### config.mk
export PLATFORM = sky130hd
export DESIGN_NAME = encoder_detent_accel_tracker_top
export DESIGN_NICKNAME = d
export VERILOG_FILES = /design/src/rtl/edat_pkg.sv /design/src/rtl/edat_div.sv /design/src/rtl/encoder_detent_accel_tracker_top.sv
export SDC_FILE = /design/constraint.sdc
export NUM_CORES = 2
export LEC_CHECK = 0
export ABC_CLOCK_PERIOD_IN_PS = 15600
export BUFFER_PORTS_ARGS = -buffer_cell sky130_fd_sc_hd__buf_4
export CAP_MARGIN = 10
export CORE_ASPECT_RATIO = 0.75
export CORE_UTILIZATION = 45
export DETAILED_ROUTE_END_ITERATION = 7
export PLACE_DENSITY_LB_ADDON = 0.3
export SLEW_MARGIN = 20
export SYNTH_ARGS = -nofsm -noshare
export SYNTH_HDL_FRONTEND = slang
export SYNTH_SLANG_ARGS = --single-unit
### constraint.sdc
create_clock -name clock -period 15.6 [get_ports clock]
set_input_delay 0.78 -clock clock [delete_from_list [all_inputs] [get_ports clock]]
set_output_delay 0.78 -clock clock [all_outputs]
set_load 0.02 [all_outputs]
### src/rtl/edat_pkg.sv
// Shared types and constants for the encoder detent and acceleration tracker.
`default_nettype none

package edat_pkg;

   localparam int DATA_W               = 32;
   localparam int EDGES_PER_DETENT_DEF = 4;
   localparam int SLOW_US              = 120000;
   localparam int FAST_US              = 25000;
   localparam int SPAN_US              = SLOW_US - FAST_US;
   localparam int PER_W                = 17;
   localparam int MULT_W               = 4;
   localparam int REQ_DATA_W           = 104;
   localparam int RSP_DATA_W           = 80;
   localparam int CSR_ADDR_W           = 1;
   localparam int CSR_DATA_W           = 4;

   localparam logic [1:0] DIR_NONE = 2'b00;
   localparam logic [1:0] DIR_CW   = 2'b01;
   localparam logic [1:0] DIR_CCW  = 2'b11;

   typedef enum logic [1:0] {
      ACT_POLL = 2'd0,
      ACT_SET  = 2'd1,
      ACT_READ = 2'd2,
      ACT_NONE = 2'd3
   } action_type;

   typedef enum logic [CSR_ADDR_W-1:0] {
      CSR_ACCEL_ENABLE = 1'b0,
      CSR_ACCEL_MAX    = 1'b1
   } csr_index_type;

   typedef enum logic [2:0] {
      ST_IDLE,
      ST_DETENT,
      ST_STEP,
      ST_SCALE,
      ST_APPLY,
      ST_FINISH
   } state_type;

   typedef struct packed {
      logic busy;
      logic done;
   } div_stat_type;

endpackage

`default_nettype wire

### src/rtl/edat_div.sv
// Radix-4 digit-serial unsigned divider, two quotient bits per cycle.
`default_nettype none

module edat_div import edat_pkg::*; (
   input  logic              clock,
   input  logic              reset,
   input  logic              start,
   input  logic [DATA_W-1:0] dividend,
   input  logic [DATA_W-1:0] divisor,
   output logic [DATA_W-1:0] quot,
   output logic [DATA_W-1:0] rem,
   output div_stat_type      stat
);

   localparam int STEPS = DATA_W / 2;
   localparam int CNT_W = $clog2(STEPS);

   logic [DATA_W-1:0] quo_ff, quo_in;
   logic [DATA_W-1:0] rem_ff, rem_in;
   logic [DATA_W-1:0] dsr_ff, dsr_in;
   logic [CNT_W-1:0]  cnt_ff, cnt_in;
   logic              busy_ff, busy_in;
   logic              done_ff, done_in;

   logic [DATA_W+1:0] shifted, d1, d2, d3, diff;
   logic [1:0]        digit;

   always_comb begin
      shifted = {rem_ff, quo_ff[DATA_W-1 -: 2]};
      d1      = {2'b00, dsr_ff};
      d2      = {1'b0, dsr_ff, 1'b0};
      d3      = d1 + d2;
      // pick the largest multiple of the divisor that fits
      if (shifted >= d3) begin
         digit = 2'd3;
         diff  = shifted - d3;
      end else if (shifted >= d2) begin
         digit = 2'd2;
         diff  = shifted - d2;
      end else if (shifted >= d1) begin
         digit = 2'd1;
         diff  = shifted - d1;
      end else begin
         digit = 2'd0;
         diff  = shifted;
      end

      quo_in  = quo_ff;
      rem_in  = rem_ff;
      dsr_in  = dsr_ff;
      cnt_in  = cnt_ff;
      busy_in = busy_ff;
      done_in = 1'b0;

      if (start) begin
         quo_in  = dividend;
         rem_in  = '0;
         dsr_in  = divisor;
         cnt_in  = '0;
         busy_in = 1'b1;
      end else if (busy_ff) begin
         quo_in = {quo_ff[DATA_W-3:0], digit};
         rem_in = diff[DATA_W-1:0];
         cnt_in = cnt_ff + 1'b1;
         if (cnt_ff == CNT_W'(STEPS - 1)) begin
            busy_in = 1'b0;
            done_in = 1'b1;
         end
      end
   end

   always_ff @(posedge clock) begin
      if (reset) begin
         busy_ff <= 1'b0;
         done_ff <= 1'b0;
         cnt_ff  <= '0;
      end else begin
         busy_ff <= busy_in;
         done_ff <= done_in;
         cnt_ff  <= cnt_in;
      end
      quo_ff <= quo_in;
      rem_ff <= rem_in;
      dsr_ff <= dsr_in;
   end

   assign quot      = quo_ff;
   assign rem       = rem_ff;
   assign stat.busy = busy_ff;
   assign stat.done = done_ff;

endmodule

`default_nettype wire

### src/rtl/encoder_detent_accel_tracker_top.sv
// Top level of the rotary encoder detent, position and acceleration tracker.
// Read and no-op go straight to the response; set position and polls divide the edge
// count into detents, polls with motion divide elapsed time by the detent delta, and a
// third divide runs when the multiplier falls in the linear band. One transaction in
// flight; the next request is taken in the cycle the response is presented.
// Synchronous active-high reset clears tracking state, sets accel_enable 1, max mult 5.
`default_nettype none

module encoder_detent_accel_tracker_top import edat_pkg::*; #(
   parameter int EDGES_PER_DETENT = EDGES_PER_DETENT_DEF
) (
   input  logic                  clock,
   input  logic                  reset,
   // request stream
   input  logic                  req_tvalid,
   output logic                  req_tready,
   // edge_count[31:0], time_us[63:32], button_down[64], new_position[96:65], zero pad
   input  logic [REQ_DATA_W-1:0] req_tdata,
   // action[1:0]
   input  logic [1:0]            req_tuser,
   // response stream
   output logic                  rsp_tvalid,
   input  logic                  rsp_tready,
   // position[31:0], raw_position[63:32], direction[65:64], turned_cw[66],
   // turned_ccw[67], press_seen[68], applied_mult[72:69], zero pad
   output logic [RSP_DATA_W-1:0] rsp_tdata,
   // configuration writes
   input  logic                  csr_we,
   input  logic [CSR_ADDR_W-1:0] csr_addr,
   input  logic [CSR_DATA_W-1:0] csr_wdata
);

   // ---------------------------------------------------------------------------------
   // Request field unpacking
   // ---------------------------------------------------------------------------------
   logic [DATA_W-1:0] req_edge, req_time, req_newpos, req_edge_abs;
   logic              req_button, req_accept;
   action_type        req_action;

   assign req_edge     = req_tdata[31:0];
   assign req_time     = req_tdata[63:32];
   assign req_button   = req_tdata[64];
   assign req_newpos   = req_tdata[96:65];
   assign req_action   = action_type'(req_tuser);
   assign req_edge_abs = req_edge[DATA_W-1] ? (DATA_W'(0) - req_edge) : req_edge;
   assign req_accept   = req_tvalid && req_tready;

   // ---------------------------------------------------------------------------------
   // Registers
   // ---------------------------------------------------------------------------------
   state_type         state_ff, state_in;
   action_type        action_ff, action_in;
   logic              edge_neg_ff, edge_neg_in;
   logic [DATA_W-1:0] time_ff, time_in;
   logic              button_ff, button_in;
   logic [DATA_W-1:0] newpos_ff, newpos_in;
   logic [DATA_W-1:0] detent_ff, detent_in;
   logic [DATA_W-1:0] delta_ff, delta_in;
   logic [MULT_W-1:0] mult_ff, mult_in;

   // tracking state
   logic [DATA_W-1:0] baseline_ff, baseline_in;
   logic [DATA_W-1:0] accel_pos_ff, accel_pos_in;
   logic [DATA_W-1:0] detent_pos_ff, detent_pos_in;
   logic [1:0]        last_dir_ff, last_dir_in;
   logic              cw_ff, cw_in;
   logic              ccw_ff, ccw_in;
   logic [DATA_W-1:0] last_time_ff, last_time_in;
   logic              prev_btn_ff, prev_btn_in;
   logic              press_ff, press_in;

   // configuration
   logic              accel_en_ff, accel_en_in;
   logic [MULT_W-1:0] max_mult_ff, max_mult_in;

   // response holding register
   logic                  rsp_valid_ff, rsp_valid_in;
   logic [RSP_DATA_W-1:0] rsp_data_ff, rsp_data_in;

   // ---------------------------------------------------------------------------------
   // Shared divider
   // ---------------------------------------------------------------------------------
   logic              div_start;
   logic [DATA_W-1:0] div_dividend, div_divisor, div_quot, div_rem;
   div_stat_type      div_stat;

   edat_div u_div (
      .clock    (clock),
      .reset    (reset),
      .start    (div_start),
      .dividend (div_dividend),
      .divisor  (div_divisor),
      .quot     (div_quot),
      .rem      (div_rem),
      .stat     (div_stat)
   );

   // ---------------------------------------------------------------------------------
   // Datapath terms
   // ---------------------------------------------------------------------------------
   logic [DATA_W-1:0] det_up, detent_val, delta_val, delta_mag, elapsed, step_term;
   logic              delta_neg;
   logic [MULT_W-1:0] max_eff, max_m1;
   logic [PER_W-1:0]  per_off;
   logic [DATA_W-1:0] scale_prod;
   logic              per_ge_slow, per_le_fast;
   logic              press_new, rsp_load;

   // floor division: a negative count rounds away from zero when a remainder is left
   assign det_up     = div_quot + DATA_W'(|div_rem);
   assign detent_val = edge_neg_ff ? (DATA_W'(0) - det_up) : div_quot;
   assign delta_val  = detent_val - baseline_ff;
   assign delta_neg  = delta_val[DATA_W-1];
   assign delta_mag  = delta_neg ? (DATA_W'(0) - delta_val) : delta_val;
   assign elapsed    = time_ff - last_time_ff;

   // a maximum of zero behaves as one
   assign max_eff     = (max_mult_ff == '0) ? MULT_W'(1) : max_mult_ff;
   assign max_m1      = max_eff - MULT_W'(1);
   assign per_ge_slow = div_quot >= DATA_W'(SLOW_US);
   assign per_le_fast = div_quot <= DATA_W'(FAST_US);
   // per-step time lies strictly inside the band here, so 17 bits hold it
   assign per_off     = div_quot[PER_W-1:0] - PER_W'(FAST_US);
   assign scale_prod  = DATA_W'(per_off) * DATA_W'(max_m1);

   assign step_term = delta_ff * DATA_W'(mult_ff);
   assign press_new = press_ff | (button_ff & ~prev_btn_ff);
   assign rsp_load  = (state_ff == ST_FINISH) && (!rsp_valid_ff || rsp_tready);

   // ---------------------------------------------------------------------------------
   // Sequencer: next state, datapath updates and divider launches
   // ---------------------------------------------------------------------------------
   always_comb begin
      state_in      = state_ff;
      action_in     = action_ff;
      edge_neg_in   = edge_neg_ff;
      time_in       = time_ff;
      button_in     = button_ff;
      newpos_in     = newpos_ff;
      detent_in     = detent_ff;
      delta_in      = delta_ff;
      mult_in       = mult_ff;
      baseline_in   = baseline_ff;
      accel_pos_in  = accel_pos_ff;
      detent_pos_in = detent_pos_ff;
      last_dir_in   = last_dir_ff;
      cw_in         = cw_ff;
      ccw_in        = ccw_ff;
      last_time_in  = last_time_ff;
      prev_btn_in   = prev_btn_ff;
      press_in      = press_ff;
      rsp_valid_in  = rsp_valid_ff && !rsp_tready;
      rsp_data_in   = rsp_data_ff;
      div_start     = 1'b0;
      div_dividend  = req_edge_abs;
      div_divisor   = DATA_W'(EDGES_PER_DETENT);
      req_tready    = 1'b0;

      unique case (state_ff)
         ST_IDLE: begin
            req_tready = 1'b1;
            if (req_tvalid) begin
               action_in   = req_action;
               edge_neg_in = req_edge[DATA_W-1];
               time_in     = req_time;
               button_in   = req_button;
               newpos_in   = req_newpos;
               mult_in     = '0;
               // poll and set position both need the count in detents
               if (req_action == ACT_POLL || req_action == ACT_SET) begin
                  div_start = 1'b1;
                  state_in  = ST_DETENT;
               end else begin
                  state_in  = ST_FINISH;
               end
            end
         end

         ST_DETENT: begin
            if (div_stat.done) begin
               if (action_ff == ACT_SET) begin
                  accel_pos_in  = newpos_ff;
                  detent_pos_in = newpos_ff;
                  baseline_in   = detent_val;
                  state_in      = ST_FINISH;
               end else if (delta_val == '0) begin
                  state_in = ST_FINISH;
               end else begin
                  // time per detent: elapsed over the detent magnitude
                  detent_in    = detent_val;
                  delta_in     = delta_val;
                  div_start    = 1'b1;
                  div_dividend = elapsed;
                  div_divisor  = delta_mag;
                  state_in     = ST_STEP;
               end
            end
         end

         ST_STEP: begin
            if (div_stat.done) begin
               if (!accel_en_ff || per_ge_slow) begin
                  mult_in  = MULT_W'(1);
                  state_in = ST_APPLY;
               end else if (per_le_fast) begin
                  mult_in  = max_eff;
                  state_in = ST_APPLY;
               end else begin
                  // linear band: scale the offset into the span
                  div_start    = 1'b1;
                  div_dividend = scale_prod;
                  div_divisor  = DATA_W'(SPAN_US);
                  state_in     = ST_SCALE;
               end
            end
         end

         ST_SCALE: begin
            if (div_stat.done) begin
               mult_in  = max_eff - div_quot[MULT_W-1:0];
               state_in = ST_APPLY;
            end
         end

         ST_APPLY: begin
            accel_pos_in  = accel_pos_ff + step_term;
            detent_pos_in = detent_pos_ff + delta_ff;
            baseline_in   = detent_ff;
            last_time_in  = time_ff;
            if (delta_ff[DATA_W-1]) begin
               last_dir_in = DIR_CCW;
               ccw_in      = 1'b1;
            end else begin
               last_dir_in = DIR_CW;
               cw_in       = 1'b1;
            end
            state_in = ST_FINISH;
         end

         ST_FINISH: begin
            // hold here until the output register is free
            if (rsp_load) begin
               rsp_valid_in = 1'b1;
               rsp_data_in  = '0;
               rsp_data_in[31:0]  = accel_pos_ff;
               rsp_data_in[63:32] = detent_pos_ff;
               rsp_data_in[65:64] = last_dir_ff;
               rsp_data_in[66]    = cw_ff;
               rsp_data_in[67]    = ccw_ff;
               rsp_data_in[68]    = press_ff;
               rsp_data_in[72:69] = mult_ff;
               if (action_ff == ACT_POLL) begin
                  rsp_data_in[68] = press_new;
                  press_in        = press_new;
                  prev_btn_in     = button_ff;
               end
               // report first, then clear the event flags
               if (action_ff == ACT_READ) begin
                  last_dir_in = DIR_NONE;
                  cw_in       = 1'b0;
                  ccw_in      = 1'b0;
                  press_in    = 1'b0;
               end
               state_in = ST_IDLE;
            end
         end

         default: begin
            state_in = ST_IDLE;
         end
      endcase
   end

   // ---------------------------------------------------------------------------------
   // Configuration decode
   // ---------------------------------------------------------------------------------
   always_comb begin
      accel_en_in = accel_en_ff;
      max_mult_in = max_mult_ff;
      if (csr_we) begin
         unique case (csr_addr)
            CSR_ACCEL_ENABLE: accel_en_in = csr_wdata[0];
            CSR_ACCEL_MAX:    max_mult_in = csr_wdata[MULT_W-1:0];
            default: begin
               accel_en_in = accel_en_ff;
            end
         endcase
      end
   end

   // ---------------------------------------------------------------------------------
   // Register updates
   // ---------------------------------------------------------------------------------
   always_ff @(posedge clock) begin
      if (reset) begin
         state_ff      <= ST_IDLE;
         baseline_ff   <= '0;
         accel_pos_ff  <= '0;
         detent_pos_ff <= '0;
         last_dir_ff   <= DIR_NONE;
         cw_ff         <= 1'b0;
         ccw_ff        <= 1'b0;
         last_time_ff  <= '0;
         prev_btn_ff   <= 1'b0;
         press_ff      <= 1'b0;
         accel_en_ff   <= 1'b1;
         max_mult_ff   <= MULT_W'(5);
         rsp_valid_ff  <= 1'b0;
      end else begin
         state_ff      <= state_in;
         baseline_ff   <= baseline_in;
         accel_pos_ff  <= accel_pos_in;
         detent_pos_ff <= detent_pos_in;
         last_dir_ff   <= last_dir_in;
         cw_ff         <= cw_in;
         ccw_ff        <= ccw_in;
         last_time_ff  <= last_time_in;
         prev_btn_ff   <= prev_btn_in;
         press_ff      <= press_in;
         accel_en_ff   <= accel_en_in;
         max_mult_ff   <= max_mult_in;
         rsp_valid_ff  <= rsp_valid_in;
      end
      action_ff   <= action_in;
      edge_neg_ff <= edge_neg_in;
      time_ff     <= time_in;
      button_ff   <= button_in;
      newpos_ff   <= newpos_in;
      detent_ff   <= detent_in;
      delta_ff    <= delta_in;
      mult_ff     <= mult_in;
      rsp_data_ff <= rsp_data_in;
   end

   assign rsp_tvalid = rsp_valid_ff;
   assign rsp_tdata  = rsp_data_ff;

   // ---------------------------------------------------------------------------------
   // Assertions
   // ---------------------------------------------------------------------------------
`ifndef SYNTHESIS
   // the divider only finishes while the sequencer waits on it
   a_div_done_expected: assert property (@(posedge clock) disable iff (reset)
      div_stat.done |-> (state_ff == ST_DETENT || state_ff == ST_STEP ||
                         state_ff == ST_SCALE))
      else $error("divider finished outside a wait state");

   // a new request is never taken while a divide is running
   a_idle_div_free: assert property (@(posedge clock) disable iff (reset)
      req_tready |-> !div_stat.busy)
      else $error("request taken with divider busy");

   // motion always applies a multiplier of at least one
   a_apply_mult: assert property (@(posedge clock) disable iff (reset)
      (state_ff == ST_APPLY) |-> (mult_ff != '0))
      else $error("zero multiplier applied on motion");

   // a read leaves all event flags cleared
   a_read_clears: assert property (@(posedge clock) disable iff (reset)
      (rsp_load && action_ff == ACT_READ && req_accept == 1'b0) |=>
         (!cw_ff && !ccw_ff && !press_ff && last_dir_ff == DIR_NONE))
      else $error("event flags not cleared after read");
`endif

endmodule

`default_nettype wire
==> impl_metrics.env <==
export IMPL_worst_setup_path_start_kind="flop"
export IMPL_grt_pass1_vias=30700
export IMPL_yosysWarnings=0
export IMPL_cp_arrival_ps=9940
export IMPL_clockBufferDepth=3
export IMPL_clockRootBuffer="clkbuf_16"
export IMPL_finalCritPeriodShare_pct=60.5
export IMPL_synth_distinct_cells=93
export IMPL_first_pass_iters=6
export IMPL_pin_count=198
export IMPL_outcome="finished clean"
export IMPL_clk_latency_ps=610
export IMPL_wl_per_cell_um=19.3
export IMPL_die_x_um=343
export IMPL_slew_viol_final=0
export IMPL_portBuffers=183
export IMPL_dieArea_mm2=0.0883
export IMPL_drive_gt1_share_pct=8.28
export IMPL_max_slew_margin_pct=25.8
export IMPL_rows=93
export IMPL_overflow=0
export IMPL_ant_nets=0
export IMPL_numClockSinks=454
export IMPL_ys_flop_type="edfxtp_1"
export IMPL_tightest_slew_ps=1110
export IMPL_ys_top_cells_by_count="469 x nand2_1, 387 x a21oi_1, 377 x nor2_1"
export IMPL_cpPeakStageDelay_ps=520
export IMPL_yosysTopAreaCell="edfxtp_1"
export IMPL_grt_pass1_wl_um=174000
export IMPL_syn_to_final_growth_pct=10.3
export IMPL_cp_slowest_cell="nor2_1"
export IMPL_dp_final_hpwl_um=87300
export IMPL_antennaDiodeCount=0
export IMPL_synthTopCellsByArea="edfxtp_1 21%, ha_1 11%, dfxtp_1 9.2%"
export IMPL_drt_iter0_drc=2857
export IMPL_hold_viol_final=0
export IMPL_async_reset_ff_share_pct=0
export IMPL_crit_path_end_kind="flop"
export IMPL_worst_path_max_fanout=61
export IMPL_drt_wl_total_um=112000
export IMPL_syn_cell_area_mm2=0.0392
export IMPL_final_setup_skew_ps=25.3
export IMPL_synth_top_area_share_pct=20.9
export IMPL_grtUsageTotal_pct=24.7
export IMPL_utilization_pct=50.2
export IMPL_vias_per_cell=5.80
export IMPL_largest_reg_flops=73
export IMPL_gp_congestion=0.934
export IMPL_fin_nets=5224
export IMPL_fin_hold_ws_ps=342
export IMPL_seqCellArea_mm2=0.0118
export IMPL_syn_inst=4529
export IMPL_cts_max_level=2
export IMPL_fillers=8172
export IMPL_start_util_pct=45.5
export IMPL_core_mm2=0.0861
export IMPL_synth_edf_count=273
export IMPL_cts_buffers=50
export IMPL_rsz0062_at_grt="no"
export IMPL_cap_violations=0
export IMPL_cts_tree="yes"
export IMPL_antenna_found_initial=2
export IMPL_yosysMostFrequentCell="nand2_1"
export IMPL_ys_seq_area_share_pct=30.2
export IMPL_cts_hold_buffers=0
export IMPL_multiInputGateArea_mm2=0.0254
export IMPL_cts_setup_buffers=0
export IMPL_fp_dieH_um=258
export IMPL_synth_area_per_cell_um2=8.66
export IMPL_worstSetupPathType="flop to flop"
export IMPL_drc=0
export IMPL_setup_viol=0
export IMPL_ys_ff_latch=454
export IMPL_cp_data_required_time_ps=16110
export IMPL_hold_path_class="primary input to flop"
export IMPL_vias=33700
export IMPL_max_freq_ghz=0.106
export IMPL_cts_clk_slew_worst_paths_ps=60
export IMPL_min_period_ps=9430
export IMPL_grt_max_degree=98
export IMPL_cts_repair_resized=0
export IMPL_tns_ps=0
==> layout make-up <==
class	instances	share of cell area, %
Clock inverter	30	0.813
Inverter	349	3.04
Tap cell	1140	3.30
Sequential cell	454	27.4
Clock buffer	62	3.09
Multi-Input combinational cell	3554	58.7
Timing Repair Buffer	215	3.73
==> kinds of logic after synthesis <==
| family | Yosys count | synth area share (%) |
|---|---|---|
| xor+xnor | 318 | 7.10 |
| simple gates | 1442 | 17.4 |
| flops | 454 | 30.2 |
| buf+inv | 527 | 5.33 |
| other cells | 1 | 0.00957 |
| fa+ha+maj | 484 | 17.8 |
| mux | 50 | 1.30 |
| compound gates | 1253 | 20.9 |
==> per-stage QoR <==
step / worst slack, ps / std cells / cell area (um^2)
final: 6170 / 5804 / 43200
after global routing: 5650 / 5804 / 43200
after CTS: 6380 / 5804 / 43200
after detailed placement: 6450 / 5712 / 41500
after global placement: 6510 / 5712 / 41500
after floorplan: 8910 / 4535 / 39200
==> placed cells by master (no fill, tap or decap), types with 42 or more instances in the layout <==
cell type	instances
nand2_1	468
a21oi_1	386
nor2_1	377
ha_1	360
inv_1	346
edfxtp_1	273
o21ai_0	237
buf_4	215
xnor2_1	198
dfxtp_1	180
fa_1	124
xor2_1	120
a21o_1	118
nor3_1	107
nand3_1	85
and2_1	72
nand2b_1	69
a211oi_1	56
clkbuf_16	50
nor2b_1	45
a311oi_1	45
nand4_1	43
mux2i_1	43
a31oi_1	43
o21a_1	42
==> worst max-delay path: cells and delay by family (launching register included) <==
| family | cells | cell delay (ps) |
|---|---|---|
| buffers and inverters | 7 | 1860 |
| XOR/XNOR | 2 | 330 |
| flip-flops | 1 | 400 |
| AND/OR/NAND/NOR | 8 | 2610 |
| adder cells (fa/ha/maj) | 4 | 1130 |
| AO/OA/AOI/OAI | 14 | 2880 |
==> final timing paths <==
kind                   from  cells after the start  slack [ps]             to
max           u_div.rem[25]                     35        6170  u_div.rem[10]
min            req_tuser[0]                      1         340   action_ff[0]
max reg2reg   u_div.rem[25]                     35        6170  u_div.rem[10]
min reg2reg  last_dir_ff[0]                      0         430  rsp_tdata[64]
==> per-layer routing <==
metal  GRT usage, %  wire, um
met2           36.4     47600
met3           3.53      8350
met1           37.2     53100
met4           7.11      3130
met5              0         0
Power is not shown: default switching activity piles up to over one toggle a cycle in this logic, so the estimate is an artifact.
